[src/hdl/uer_pkg.sv]
package uer_pkg;

    localparam int COUNT_BITS = 17;

    localparam int IN_TDATA_W  = 8;
    localparam int OUT_TDATA_W = 40;
    localparam int CFG_IDX_W   = 3;
    localparam int CFG_DATA_W  = 16;

    localparam int PULSE_W = 16;
    localparam int DIST_W  = 14;

    // register indexes on the configuration port
    localparam logic [CFG_IDX_W-1:0] CFG_SETTLE    = 3'd0;
    localparam logic [CFG_IDX_W-1:0] CFG_TRIGGER   = 3'd1;
    localparam logic [CFG_IDX_W-1:0] CFG_RISE_TO   = 3'd2;
    localparam logic [CFG_IDX_W-1:0] CFG_FALL_TO   = 3'd3;
    localparam logic [CFG_IDX_W-1:0] CFG_MIN_PULSE = 3'd4;
    localparam logic [CFG_IDX_W-1:0] CFG_MAX_PULSE = 3'd5;
    localparam logic [CFG_IDX_W-1:0] CFG_MIN_DIST  = 3'd6;
    localparam logic [CFG_IDX_W-1:0] CFG_MAX_DIST  = 3'd7;

    localparam logic [7:0]         RST_SETTLE    = 8'd2;
    localparam logic [9:0]         RST_TRIGGER   = 10'd10;
    localparam logic [15:0]        RST_RISE_TO   = 16'd15000;
    localparam logic [15:0]        RST_FALL_TO   = 16'd35000;
    localparam logic [PULSE_W-1:0] RST_MIN_PULSE = 16'd116;
    localparam logic [PULSE_W-1:0] RST_MAX_PULSE = 16'd26200;
    localparam logic [DIST_W-1:0]  RST_MIN_DIST  = 14'd20;
    localparam logic [DIST_W-1:0]  RST_MAX_DIST  = 14'd4500;

    // distance = pulse * 343 / 2000, done as one multiply by a scaled reciprocal
    localparam int SPEED_NUM  = 343;
    localparam int SPEED_DEN  = 2000;
    localparam int DIST_SHIFT = 28;
    localparam longint unsigned DIST_MUL_L =
        ((longint'(SPEED_NUM) << DIST_SHIFT) + longint'(SPEED_DEN) - 1) / SPEED_DEN;
    localparam int DIST_MUL_W = 26;
    localparam logic [DIST_MUL_W-1:0] DIST_MUL = DIST_MUL_W'(DIST_MUL_L);
    localparam int PROD_W = PULSE_W + DIST_MUL_W;

    typedef enum logic [2:0] {
        ST_OK       = 3'd0,
        ST_NO_ECHO  = 3'd1,
        ST_TOO_LONG = 3'd2,
        ST_RANGE    = 3'd3,
        ST_INVALID  = 3'd4
    } t_status;

    typedef enum logic [4:0] {
        PH_IDLE   = 5'b00001,
        PH_SETTLE = 5'b00010,
        PH_TRIG   = 5'b00100,
        PH_RISE   = 5'b01000,
        PH_HIGH   = 5'b10000
    } t_phase;

    typedef struct packed {
        logic [7:0]         settle;
        logic [9:0]         trigger;
        logic [15:0]        rise_to;
        logic [15:0]        fall_to;
        logic [PULSE_W-1:0] min_pulse;
        logic [PULSE_W-1:0] max_pulse;
        logic [DIST_W-1:0]  min_dist;
        logic [DIST_W-1:0]  max_dist;
    } t_cfg;

    typedef struct packed {
        logic [DIST_W-1:0]  dist_mm;
        logic [PULSE_W-1:0] pulse;
        t_status            status;
        logic               done;
        logic               busy;
        logic               trig;
    } t_result;

    localparam int OUT_PAD_W = OUT_TDATA_W - $bits(t_result);

endpackage

[src/hdl/uer_regs.sv]
module uer_regs (
    input  logic                              i_clk,
    input  logic                              i_rst_n,
    input  logic                              i_cfg_we,
    input  logic [uer_pkg::CFG_IDX_W-1:0]     i_cfg_idx,
    input  logic [uer_pkg::CFG_DATA_W-1:0]    i_cfg_data,
    output uer_pkg::t_cfg                     o_cfg
);

    uer_pkg::t_cfg r_cfg;

    always_ff @(posedge i_clk) begin
        if (!i_rst_n) begin
            r_cfg.settle    <= uer_pkg::RST_SETTLE;
            r_cfg.trigger   <= uer_pkg::RST_TRIGGER;
            r_cfg.rise_to   <= uer_pkg::RST_RISE_TO;
            r_cfg.fall_to   <= uer_pkg::RST_FALL_TO;
            r_cfg.min_pulse <= uer_pkg::RST_MIN_PULSE;
            r_cfg.max_pulse <= uer_pkg::RST_MAX_PULSE;
            r_cfg.min_dist  <= uer_pkg::RST_MIN_DIST;
            r_cfg.max_dist  <= uer_pkg::RST_MAX_DIST;
        end else if (i_cfg_we) begin
            unique case (i_cfg_idx)
                uer_pkg::CFG_SETTLE:    r_cfg.settle    <= i_cfg_data[7:0];
                uer_pkg::CFG_TRIGGER:   r_cfg.trigger   <= i_cfg_data[9:0];
                uer_pkg::CFG_RISE_TO:   r_cfg.rise_to   <= i_cfg_data[15:0];
                uer_pkg::CFG_FALL_TO:   r_cfg.fall_to   <= i_cfg_data[15:0];
                uer_pkg::CFG_MIN_PULSE: r_cfg.min_pulse <= i_cfg_data[uer_pkg::PULSE_W-1:0];
                uer_pkg::CFG_MAX_PULSE: r_cfg.max_pulse <= i_cfg_data[uer_pkg::PULSE_W-1:0];
                uer_pkg::CFG_MIN_DIST:  r_cfg.min_dist  <= i_cfg_data[uer_pkg::DIST_W-1:0];
                uer_pkg::CFG_MAX_DIST:  r_cfg.max_dist  <= i_cfg_data[uer_pkg::DIST_W-1:0];
                default: ;
            endcase
        end
    end

    assign o_cfg = r_cfg;

endmodule

[src/hdl/uer_judge.sv]
module uer_judge (
    input  logic [uer_pkg::PULSE_W-1:0] i_pulse,
    input  uer_pkg::t_cfg               i_cfg,
    output uer_pkg::t_status            o_status,
    output logic [uer_pkg::DIST_W-1:0]  o_dist
);

    logic [uer_pkg::PROD_W-1:0] w_prod;
    logic [uer_pkg::DIST_W-1:0] w_dist;

    // reciprocal is exact for every 16-bit pulse at this shift
    assign w_prod = uer_pkg::PROD_W'(i_pulse) * uer_pkg::PROD_W'(uer_pkg::DIST_MUL);
    assign w_dist = w_prod[uer_pkg::DIST_SHIFT +: uer_pkg::DIST_W];

    always_comb begin
        if (i_pulse < i_cfg.min_pulse || i_pulse > i_cfg.max_pulse) begin
            o_status = uer_pkg::ST_INVALID;
            o_dist   = '0;
        end else if (w_dist < i_cfg.min_dist || w_dist > i_cfg.max_dist) begin
            o_status = uer_pkg::ST_RANGE;
            o_dist   = w_dist;
        end else begin
            o_status = uer_pkg::ST_OK;
            o_dist   = w_dist;
        end
    end

endmodule

[src/hdl/uer_step.sv]
module uer_step #(
    parameter int COUNT_BITS = uer_pkg::COUNT_BITS
) (
    input  logic              i_clk,
    input  logic              i_rst_n,
    input  logic              i_adv,
    input  logic              i_start,
    input  logic              i_echo,
    input  uer_pkg::t_cfg     i_cfg,
    output uer_pkg::t_result  o_res
);

    localparam int CW = (COUNT_BITS > 16) ? COUNT_BITS : 16;
    localparam logic [COUNT_BITS-1:0] CNT_MAX = {COUNT_BITS{1'b1}};

    uer_pkg::t_phase                 r_phase, n_phase;
    logic [COUNT_BITS-1:0]           r_cnt, n_cnt;
    uer_pkg::t_status                r_last_status, n_status;
    logic [uer_pkg::PULSE_W-1:0]     r_last_pulse, n_pulse;
    logic [uer_pkg::DIST_W-1:0]      r_last_dist, n_dist;
    logic                            w_trig, w_done;
    uer_pkg::t_status                w_j_status;
    logic [uer_pkg::DIST_W-1:0]      w_j_dist;

    function automatic logic [COUNT_BITS-1:0] sat_inc(input logic [COUNT_BITS-1:0] c);
        return (c == CNT_MAX) ? c : c + 1'b1;
    endfunction

    function automatic logic timed_out(input logic [COUNT_BITS-1:0] c,
                                       input logic [15:0] lim);
        return (CW'(c) > CW'(lim)) || (c == CNT_MAX);
    endfunction

    // pulse width is the held count on the tick the echo falls
    uer_judge u_judge (
        .i_pulse  (uer_pkg::PULSE_W'(r_cnt)),
        .i_cfg    (i_cfg),
        .o_status (w_j_status),
        .o_dist   (w_j_dist)
    );

    always_comb begin
        n_phase  = r_phase;
        n_cnt    = r_cnt;
        n_status = r_last_status;
        n_pulse  = r_last_pulse;
        n_dist   = r_last_dist;
        w_trig   = 1'b0;
        w_done   = 1'b0;

        case (r_phase)
            uer_pkg::PH_SETTLE, uer_pkg::PH_TRIG, uer_pkg::PH_RISE, uer_pkg::PH_HIGH: ;
            default: n_phase = uer_pkg::PH_IDLE;
        endcase

        if (n_phase == uer_pkg::PH_IDLE && i_start) begin
            n_phase = uer_pkg::PH_SETTLE;
            n_cnt   = '0;
        end

        // settle may fall straight through into the trigger tick
        if (n_phase == uer_pkg::PH_SETTLE) begin
            if (CW'(n_cnt) >= CW'(i_cfg.settle)) begin
                n_phase = uer_pkg::PH_TRIG;
                n_cnt   = '0;
            end else begin
                n_cnt = sat_inc(n_cnt);
            end
        end

        if (n_phase == uer_pkg::PH_TRIG) begin
            w_trig = 1'b1;
            n_cnt  = sat_inc(n_cnt);
            if (CW'(n_cnt) >= CW'(i_cfg.trigger)) begin
                n_phase = uer_pkg::PH_RISE;
                n_cnt   = '0;
            end
        end else if (n_phase == uer_pkg::PH_RISE) begin
            if (i_echo) begin
                n_phase = uer_pkg::PH_HIGH;
                n_cnt   = COUNT_BITS'(1);
                if (timed_out(n_cnt, i_cfg.fall_to)) begin
                    n_status = uer_pkg::ST_TOO_LONG;
                    n_pulse  = '0;
                    n_dist   = '0;
                    n_phase  = uer_pkg::PH_IDLE;
                    n_cnt    = '0;
                    w_done   = 1'b1;
                end
            end else begin
                n_cnt = sat_inc(n_cnt);
                if (timed_out(n_cnt, i_cfg.rise_to)) begin
                    n_status = uer_pkg::ST_NO_ECHO;
                    n_pulse  = '0;
                    n_dist   = '0;
                    n_phase  = uer_pkg::PH_IDLE;
                    n_cnt    = '0;
                    w_done   = 1'b1;
                end
            end
        end else if (n_phase == uer_pkg::PH_HIGH) begin
            if (i_echo) begin
                n_cnt = sat_inc(n_cnt);
                if (timed_out(n_cnt, i_cfg.fall_to)) begin
                    n_status = uer_pkg::ST_TOO_LONG;
                    n_pulse  = '0;
                    n_dist   = '0;
                    n_phase  = uer_pkg::PH_IDLE;
                    n_cnt    = '0;
                    w_done   = 1'b1;
                end
            end else begin
                n_status = w_j_status;
                n_pulse  = uer_pkg::PULSE_W'(r_cnt);
                n_dist   = w_j_dist;
                n_phase  = uer_pkg::PH_IDLE;
                n_cnt    = '0;
                w_done   = 1'b1;
            end
        end
    end

    always_ff @(posedge i_clk) begin
        if (!i_rst_n) begin
            r_phase       <= uer_pkg::PH_IDLE;
            r_cnt         <= '0;
            r_last_status <= uer_pkg::ST_OK;
            r_last_pulse  <= '0;
            r_last_dist   <= '0;
        end else if (i_adv) begin
            r_phase       <= n_phase;
            r_cnt         <= n_cnt;
            r_last_status <= n_status;
            r_last_pulse  <= n_pulse;
            r_last_dist   <= n_dist;
        end
    end

    assign o_res.trig    = w_trig;
    assign o_res.busy    = (n_phase != uer_pkg::PH_IDLE);
    assign o_res.done    = w_done;
    assign o_res.status  = n_status;
    assign o_res.pulse   = n_pulse;
    assign o_res.dist_mm = n_dist;

`ifndef NO_ASSERTIONS
    a_done_from_wait: assert property (@(posedge i_clk) disable iff (!i_rst_n)
        (i_adv && w_done) |-> (r_phase == uer_pkg::PH_RISE || r_phase == uer_pkg::PH_HIGH))
        else $error("done raised outside an echo wait");

    a_done_to_idle: assert property (@(posedge i_clk) disable iff (!i_rst_n)
        (i_adv && w_done) |=> (r_phase == uer_pkg::PH_IDLE && r_cnt == '0))
        else $error("finished measurement did not return to idle");

    a_trig_phase: assert property (@(posedge i_clk) disable iff (!i_rst_n)
        (i_adv && w_trig) |=> (r_phase == uer_pkg::PH_TRIG || r_phase == uer_pkg::PH_RISE))
        else $error("trigger driven high outside the trigger phase");

    a_hold_no_adv: assert property (@(posedge i_clk) disable iff (!i_rst_n)
        !i_adv |=> ($stable(r_phase) && $stable(r_cnt) && $stable(r_last_pulse)))
        else $error("state moved without a request");
`endif

endmodule

[src/hdl/ultrasonic_echo_ranger.sv]
// Ultrasonic ranger: trigger / echo timing for a pulse-echo distance sensor.
// Input stream: one request per microsecond tick; tdata[0] start_request,
// tdata[1] echo_level. A start while idle holds the trigger low for the
// settle time, high for the trigger time, then times the echo pulse.
// Output stream: one result per request with the trigger level to drive,
// busy, a one-tick done flag and the status, pulse width and distance of
// the latest finished measurement.
// Configuration: i_cfg_we writes register i_cfg_idx with i_cfg_data at the
// clock edge; write only while no request is in flight.
// Data path: an accepted request is held in the input register and its
// result is loaded onto m_axis_tdata when the step advances.
// Throughput: one request per clock while m_axis_tready is high; the whole
// step of one tick (state update, the 16 x 26 distance multiply and the
// limit compares) sits between the input register and the result register.
// Stall: while m_axis_tready is low the result holds; one more request is
// taken into the input register, then s_axis_tready drops.
// Reset (i_rst_n low, synchronous): both streams empty, phase idle, latest
// status, pulse and distance zero, registers at their defaults.
module ultrasonic_echo_ranger #(
    parameter int COUNT_BITS = uer_pkg::COUNT_BITS
) (
    input  logic                                i_clk,
    input  logic                                i_rst_n,
    input  logic                                s_axis_tvalid,
    output logic                                s_axis_tready,
    // [0] start_request, [1] echo_level, [7:2] zero
    input  logic [uer_pkg::IN_TDATA_W-1:0]      s_axis_tdata,
    output logic                                m_axis_tvalid,
    input  logic                                m_axis_tready,
    // [0] trigger_level, [1] busy_res, [2] done_res, [5:3] status,
    // [21:6] pulse_ticks, [35:22] distance, [39:36] zero
    output logic [uer_pkg::OUT_TDATA_W-1:0]     m_axis_tdata,
    input  logic                                i_cfg_we,
    input  logic [uer_pkg::CFG_IDX_W-1:0]       i_cfg_idx,
    input  logic [uer_pkg::CFG_DATA_W-1:0]      i_cfg_data
);

    logic              r_in_valid;
    logic              r_in_start;
    logic              r_in_echo;
    logic              r_out_valid;
    uer_pkg::t_result  r_out_res;
    uer_pkg::t_result  w_res;
    uer_pkg::t_cfg     w_cfg;
    logic              w_adv;

    assign w_adv         = r_in_valid && (!r_out_valid || m_axis_tready);
    assign s_axis_tready = !r_in_valid || w_adv;

    uer_regs u_regs (
        .i_clk      (i_clk),
        .i_rst_n    (i_rst_n),
        .i_cfg_we   (i_cfg_we),
        .i_cfg_idx  (i_cfg_idx),
        .i_cfg_data (i_cfg_data),
        .o_cfg      (w_cfg)
    );

    uer_step #(
        .COUNT_BITS (COUNT_BITS)
    ) u_step (
        .i_clk   (i_clk),
        .i_rst_n (i_rst_n),
        .i_adv   (w_adv),
        .i_start (r_in_start),
        .i_echo  (r_in_echo),
        .i_cfg   (w_cfg),
        .o_res   (w_res)
    );

    always_ff @(posedge i_clk) begin
        if (!i_rst_n) begin
            r_in_valid <= 1'b0;
        end else if (s_axis_tready) begin
            r_in_valid <= s_axis_tvalid;
        end
    end

    always_ff @(posedge i_clk) begin
        if (s_axis_tvalid && s_axis_tready) begin
            r_in_start <= s_axis_tdata[0];
            r_in_echo  <= s_axis_tdata[1];
        end
    end

    always_ff @(posedge i_clk) begin
        if (!i_rst_n) begin
            r_out_valid <= 1'b0;
        end else if (w_adv) begin
            r_out_valid <= 1'b1;
        end else if (m_axis_tready) begin
            r_out_valid <= 1'b0;
        end
    end

    always_ff @(posedge i_clk) begin
        if (w_adv) begin
            r_out_res <= w_res;
        end
    end

    assign m_axis_tvalid = r_out_valid;
    assign m_axis_tdata  = {{uer_pkg::OUT_PAD_W{1'b0}}, r_out_res.dist_mm, r_out_res.pulse,
                            r_out_res.status, r_out_res.done, r_out_res.busy,
                            r_out_res.trig};

endmodule
[config.mk]
export PLATFORM = sky130hd
export DESIGN_NAME = ultrasonic_echo_ranger
export DESIGN_NICKNAME = d
export VERILOG_FILES = /design/src/hdl/uer_pkg.sv /design/src/hdl/uer_regs.sv /design/src/hdl/uer_judge.sv /design/src/hdl/uer_step.sv /design/src/hdl/ultrasonic_echo_ranger.sv
export SDC_FILE = /design/constraint.sdc
export NUM_CORES = 1
export LEC_CHECK = 0
export BUFFER_PORTS_ARGS = -buffer_cell sky130_fd_sc_hd__buf_2
export CAP_MARGIN = 20
export CORE_MARGIN = 3
export CORE_UTILIZATION = 55
export DETAILED_ROUTE_END_ITERATION = 10
export PLACE_DENSITY = 0.72
export SLEW_MARGIN = 30
export SYNTH_ARGS = -nofsm -noshare
export SYNTH_HDL_FRONTEND = slang
export SYNTH_SLANG_ARGS = --single-unit
[constraint.sdc]
create_clock -name i_clk -period 9.95 [get_ports i_clk]
set_clock_uncertainty 0.1 [all_clocks]
set_input_delay 0.995 -clock i_clk [delete_from_list [all_inputs] [get_ports i_clk]]
set_output_delay 0.995 -clock i_clk [all_outputs]
set_load 0.02 [all_outputs]
== After elaboration in Yosys (flattened, before gate mapping) ==
Index checks and enable logic that the tools add are counted.

* Logic and storage cells: 141
* Register bits after elaboration: 205

* Mux-type cells: 64
* Multiply operators: 1
* Add/subtract/negate cells: 2
* Reduce and logical (&&, ||, !) cells: 22
* Eq/ne operators: 20
* Order comparisons: 9

{| class="wikitable"
|+ Operator list
! operator !! number
|-
| $mux W17 || 13
|-
| $mux W16 || 8
|-
| $mux W14 || 9
|-
| $mux W5 || 13
|-
| $eq A17 B17 Y1 const B || 3
|-
| $mul A16 B26 Y42 const B || 1
|-
| $add A17 B1 Y17 const B || 2
|-
| $gt A17 B16 Y1 || 2
|-
| $mux W3 || 9
|-
| $ge A17 B10 Y1 || 1
|-
| $ge A17 B8 Y1 || 1
|-
| $gt A1 B16 Y1 const A || 1
|-
| $gt A16 B16 Y1 || 1
|-
| $lt A16 B16 Y1 || 1
|-
| $reduce_and A2 Y1 || 8
|-
| $gt A14 B14 Y1 || 1
|-
| $lt A14 B14 Y1 || 1
|-
| $eq A3 B3 Y1 const B || 4
|-
| $mux W1 || 11
|-
| $eq A5 B2 Y1 const B || 2
|-
| $eq A5 B3 Y1 const B || 2
|-
| $eq A5 B4 Y1 const B || 2
|-
| $eq A5 B5 Y1 const B || 2
|-
| $eq A3 B2 Y1 const B || 2
|-
| other kinds (10) || 18
|}

== Depth between registers and ports, before layout ==
* Depth in word-level cells: 20
* Gate-level depth with buffers: 36
* Depth with buffers taken out: 31

== By module ==
A second synthesis with hierarchy kept.

* Cells, all modules: 2030
* Area, all modules: 19194.7 sq um

{| class="wikitable"
|+ By module, submodules not included
! module !! cells an instance !! area an instance (sq um) !! instances
|-
| uer_judge || 887 || 8381.8 || 1
|-
| uer_step || 689 || 5332.6 || 1
|-
| uer_regs || 402 || 4201.5 || 1
|-
| ultrasonic_echo_ranger || 52 || 1278.7 || 1
|}

== Worst setup path before layout ==
Ideal clock, no wire load.

* Kind: register to register
* From: register u_step.r_cnt[14]
* To: register r_out_res, in the netlist m_axis_tdata[3], data pin
* Data arrival time: 7.449 ns
* Setup time: 0.286 ns
* Path slack: 2.115 ns
* Cell stages (with the launch flop): 30
* Cell sequence: dfxtp_1 -> clkbuf_1 -> inv_1 -> ha_1 -> fa_1 -> inv_1 -> fa_1 -> inv_1 -> fa_1 -> fa_1 -> inv_1 -> fa_1 -> ha_1 -> a21o_1 -> a21o_1 -> a21oi_1 -> o211ai_1 -> a31oi_1 -> o21ai_0 -> o31a_1 -> a221oi_1 -> xnor2_1 -> ha_1 -> nand4_1 -> or2_2 -> o221a_2 -> o211a_1 -> a31oi_1 -> and2_1 -> a31oi_1

* Word-level cells in the longest chain between the ends: 14
* Elaborated cells on any way between the ends: 36
* Those cells by class: add/sub (2); mul (1); order compare (7); eq/ne (6); mux (16); reduce/logical (4)

{| class="wikitable"
|+ RTL lines
! what !! line !! RTL
|-
| start, declared || uer_step.sv:17 || <nowiki>logic [COUNT_BITS-1:0] r_cnt, n_cnt;</nowiki>
|-
| start signal, assigned || uer_step.sv:132 || <nowiki>r_cnt <= n_cnt;</nowiki>
|-
| $mux W17 || uer_step.sv:56 || <nowiki>if (n_phase == uer_pkg::PH_IDLE && i_start) begin</nowiki>
|-
| $add A17 B1 Y17 or $eq A17 B17 Y1 (tied branches) || uer_step.sv:26 || <nowiki>return (c == CNT_MAX) ? c : c + 1'b1;</nowiki>
|-
| $mux W17 || uer_step.sv:26 ||
|-
| $mux W17 || uer_step.sv:63 || <nowiki>if (CW'(n_cnt) >= CW'(i_cfg.settle)) begin</nowiki>
|-
| $mux W17 || uer_step.sv:62 || <nowiki>if (n_phase == uer_pkg::PH_SETTLE) begin</nowiki>
|-
| $add A17 B1 Y17 or $eq A17 B17 Y1 (tied branches) || uer_step.sv:26 ||
|-
| $mux W17 || uer_step.sv:26 ||
|-
| $gt A17 B16 Y1 or $eq A17 B17 Y1 (tied branches) || uer_step.sv:31 || <nowiki>return (CW'(c) > CW'(lim)) || (c == CNT_MAX);</nowiki>
|-
| $logic_or A1 B1 Y1 || uer_step.sv:31 ||
|-
| $mux W3 || uer_step.sv:104 || <nowiki>if (timed_out(n_cnt, i_cfg.fall_to)) begin</nowiki>
|-
| $mux W3 || uer_step.sv:102 || <nowiki>if (i_echo) begin</nowiki>
|-
| $mux W3 || uer_step.sv:101 || <nowiki>end else if (n_phase == uer_pkg::PH_HIGH) begin</nowiki>
|-
| $mux W3 || uer_step.sv:78 || <nowiki>end else if (n_phase == uer_pkg::PH_RISE) begin</nowiki>
|-
| $mux W3 (*) || uer_step.sv:71 || <nowiki>if (n_phase == uer_pkg::PH_TRIG) begin</nowiki>
|-
| named net u_step.n_status[0] || uer_step.sv:18 || <nowiki>uer_pkg::t_status r_last_status, n_status;</nowiki>
|-
| end signal, assigned || ultrasonic_echo_ranger.sv:98 || <nowiki>r_out_res <= w_res;</nowiki>
|-
| end, declared || ultrasonic_echo_ranger.sv:42 || <nowiki>uer_pkg::t_result r_out_res;</nowiki>
|}

Mark *: on every way through the listed nets, which the timed path passes. The rest lies on a longest branch.
A chain may end at the register's enable or synchronous reset.

== Final worst setup path ==
* From: register u_step.r_cnt[10]
* To: register r_out_res, in the netlist m_axis_tdata[3], data pin

The elaborated chain is that of the path after synthesis.

==> run summary <==
The congestion estimate from routability-driven global placement came to 0.990. Counting instances in the post-synthesis netlist gives the leading cell types as sky130_fd_sc_hd__inv_1 (304), sky130_fd_sc_hd__nand2_1 (257), sky130_fd_sc_hd__ha_1 (252). The synthesized design spends more area on one cell type than any other, namely sky130_fd_sc_hd__dfxtp_1.

The run gives 0 as the count of hold buffers inserted by post-cts repair. After synthesis, the share of flip-flops with an asynchronous set or reset is 0%. Global routing used 31.2% of the available tracks across all layers.

Once layout is done, the placed cells without fillers occupy 0.0202 mm^2. The tools report the utilization after layout as 61.7%. In this run, synthesis produced a sequential element count of 205.

In this run, synthesis inferred 38 flip-flops with an integrated enable. The final global-route overflow total is 0. In the final layout, the share of cells above drive strength 1 is 8.12%. The count of endpoints failing setup in the final report is 0, and the ratio of final minimum period to clock period is 90.0%. For this block, the initial DRC count from the detailed router was 1,377.

The dominant cell by count in the synthesized netlist was sky130_fd_sc_hd__inv_1. In this run, distinct cell masters in the synthesized netlist total 86. Cell count after synthesis: 2,075. Entering global routing, the biggest net connects 87 pins.

The tools report the total number of clock tree sinks as 205. The largest single stage delay on the critical path is 1.00 ns. Clock-pin slew on the worst setup and hold paths: 0.06 ns. Excluding fillers, the count of instances in the completed layout stands at 2,596. The dominant delay contributor by cell family on the critical path was adder cells.

The repair_antennas step left the layout with diodes totalling 0. The number of levels in the clock H-tree came out at 1. The floorplan step defined a core boundary enclosing 0.0328 mm^2. The run gives 56.3% as the initial standard-cell utilization of the core.

Once detail routing completed, the nets flagged for antenna violations numbered 0. Number of global-route vias before repair: 15,700. The number of warning messages in the yosys log came out at 0.

Setup repair after global routing left no endpoint under its margin. Buffer type at the clock tree root: sky130_fd_sc_hd__clkbuf_16. The cell with the largest stage delay on the worst path was sky130_fd_sc_hd__dfxtp_1.

Buffers inserted during clock tree synthesis total 26. From synthesis to final layout, the design area changed by 9.52%. The sequential area share after synthesis was 24.3%; the per-cell routed wire length was 21.5 um.

The flow ran to the end, and the final reports show no timing, DRC or antenna violations. The run gives 2.12 mW as the total power consumption of the routed design. Minimum clock period after layout: 8.95 ns. The run gives 0 ns as the accumulated negative setup slack. The run gives 0 as the number of max-slew violations in the final report. The overall die area came out at 0.0358 mm^2.

The summed instance area of the synthesized netlist is 0.0185 mm^2. The number of inserted filler cells in the final layout was 2,828. In the final layout, flip-flops and latches occupy 0.00448 mm^2. The most used flip-flop cell after synthesis is sky130_fd_sc_hd__dfxtp_1.

In the routed design, unresolved DRC markers number 0. For the number of antenna violations at the first check in global routing, the log shows 0. Gates resized during post-CTS repair numbered 0.

Summed over all cells, the static leakage comes to 9.76 nW. Across the run, the number of max-cap violations was 0. The highest fanout seen on the critical path was 14. The number of placed instances with taps included was 2,548; the worst-skew pair later-pin latency was 0.56 ns. After synthesis, the largest area contributor takes up 18.1% of total cell area. No sink is reached through more buffers than the 3 on the longest clock path. Die height: 189 um. After detailed placement, the total cell area comes to 0.0194 mm^2. For the I/O pin total, the log shows 74. After the last flow step, the layout net total stands at 2,580. Yosys attributes the largest share of cell area to sky130_fd_sc_hd__dfxtp_1 (18%), sky130_fd_sc_hd__fa_1 (18%), sky130_fd_sc_hd__ha_1 (17%).

In this run the post-CTS setup repair buffer count came out at 0. The data required time at the worst endpoint was 10.15 ns. In this run the mean area of a mapped cell was 8.90 um^2. Summed over all layers, the routed wires come to 55,800 um. The min-delay analysis places its worst path in the category reg -> reg. The critical path is of the reg -> reg type.

The tools report the count of standard-cell rows as 66. Using the TritonRoute via totals, the vias-per-cell ratio works out to 6.01. TritonCTS built the clock tree. The routed layout has 15,600 vias. The startpoint kind of the worst setup timing path was a register. At the pin with the least slew margin, the transition time is 1.03 ns. Counting stages on the worst path, the most repeated cell is sky130_fd_sc_hd__fa_1. IR analysis of the VDD net gives a maximum drop of 0.125 mV. The buffer and inverter count on the worst path was 5; the area of the multi-input gates was 0.0125 mm^2.

The run gives 87,000 um as the first-pass GRT wire length. STA classifies the critical path endpoint as a register. The power per cell area works out to 105 mW/mm^2.

The count of endpoints failing hold in the final timing report is 0, and the count of input and output buffers is 63. In this run the register-to-register setup slack is 1.0 ns. The critical path data arrival time is 9.15 ns, and the horizontal die dimension is 189 um. The worst pin sits at a relative slew slack of 31.2%. Detailed placement finished with a half-perimeter wire length of 42,900 um. The first detailed-routing pass took 5 iterations. The run gives 112 MHz as the maximum frequency from static timing analysis.
[worst min-delay path: cells and delay by family (launching register included)]
family	cells	cell delay, ns
DFF	1	0.30
and+or+nand+nor	1	0.05
AOI/OAI and AO/OA	1	0.05
[final timing paths]
path | cells after the start | start | end
hold / removal | 2 | u_step.r_last_dist[0]$_SDFFE_PN0P_ | u_step.r_last_dist[0]$_SDFFE_PN0P_
setup reg to reg | 28 | u_step.r_cnt[10]$_SDFFE_PN0P_ | m_axis_tdata[3]$_DFFE_PP_
hold reg to reg | 2 | u_step.r_last_dist[0]$_SDFFE_PN0P_ | u_step.r_last_dist[0]$_SDFFE_PN0P_
setup / recovery | 28 | u_step.r_cnt[10]$_SDFFE_PN0P_ | m_axis_tdata[3]$_DFFE_PP_
[registers in the layout (all words and copies together), names as in the netlist]
register	cells
u_step.r_cnt	17
u_step.r_last_dist	14
u_step.r_phase	5
m_axis_tvalid	1
r_in_start	1
u_step.r_last_pulse	16
m_axis_tdata	36
r_in_echo	1
u_step.r_last_status	3
u_regs.o_cfg	110
r_in_valid	1
[layout by cell type, fill, tap and decap left out, types with 5 or more instances in the layout]
cell	synthesis	layout
sky130_fd_sc_hd__nand2b_1	12	12
sky130_fd_sc_hd__o21a_1	27	27
sky130_fd_sc_hd__xnor2_1	19	19
sky130_fd_sc_hd__a221oi_1	8	8
sky130_fd_sc_hd__nor4_1	10	10
sky130_fd_sc_hd__nor2b_1	13	13
sky130_fd_sc_hd__and3_1	13	13
sky130_fd_sc_hd__dfxtp_1	167	167
sky130_fd_sc_hd__clkbuf_1	58	10
sky130_fd_sc_hd__and2_1	10	10
sky130_fd_sc_hd__a22o_1	17	17
sky130_fd_sc_hd__xor2_1	10	10
sky130_fd_sc_hd__o21bai_1	5	5
sky130_fd_sc_hd__buf_2	9	63
sky130_fd_sc_hd__a211oi_1	13	12
sky130_fd_sc_hd__a31oi_1	18	18
sky130_fd_sc_hd__nand2_1	257	257
sky130_fd_sc_hd__nand4_1	26	26
sky130_fd_sc_hd__fa_1	162	162
sky130_fd_sc_hd__a21o_1	36	36
sky130_fd_sc_hd__nand3_1	41	41
sky130_fd_sc_hd__o211a_1	5	5
sky130_fd_sc_hd__ha_1	252	252
sky130_fd_sc_hd__a22oi_1	32	32
sky130_fd_sc_hd__or3_1	19	19
sky130_fd_sc_hd__clkbuf_16	0	27
sky130_fd_sc_hd__and4_1	8	8
sky130_fd_sc_hd__a21oi_1	155	155
sky130_fd_sc_hd__nor2_1	107	106
sky130_fd_sc_hd__nor3_1	22	20
sky130_fd_sc_hd__o31ai_1	10	10
sky130_fd_sc_hd__buf_4	5	47
sky130_fd_sc_hd__edfxtp_1	38	38
sky130_fd_sc_hd__o211ai_1	44	44
sky130_fd_sc_hd__inv_1	304	303
sky130_fd_sc_hd__o21ai_0	45	44
[metal layers]
metal  share of wire [%]  track usage (%)  vias to the layer above
li1                    -                -                     7245
met1                  42             43.2                     7628
met2                  46             50.4                      632
met3                 8.2             4.96                      109
met4                 3.4             10.1                        0
met5                   0                0                        -
[stage by stage]
step                      hold WS (ns)  worst slack (ns)
after floorplan                  0.334              2.11
after global placement           0.342              1.22
after detailed placement         0.347              1.15
after CTS                        0.354              1.13
after global routing             0.374             0.494
final                            0.354             0.997
[logic make-up after synthesis]
kind of cell	Yosys count	share of synthesized area [%]
simple gates	561	14.2
compound gates	470	17.0
fa+ha+maj	414	34.7
buf+inv	389	8.13
flops	205	24.3
xor+xnor	29	1.38
mux	6	0.339
other cells	1	0.0203
[final cells by class]
cell class / instances / area share [%]
repair buffers: 110 / 3.30
clock buffers: 40 / 3.73
multi-input cells: 1484 / 61.9
inverters: 307 / 5.71
flip-flops and latches: 205 / 22.2
clock inverters: 8 / 0.477
well taps: 442 / 2.74
[power breakdown]
part	total [mW]	internal (mW)	switching, mW	leakage, nW
clock	0.954	0.572	0.381	0.419
sequential	0.878	0.866	0.0119	1.71
combinational	0.292	0.0989	0.193	7.63
total	2.12	1.54	0.586	9.76
Note: power is estimated with default switching activity, not from simulation.
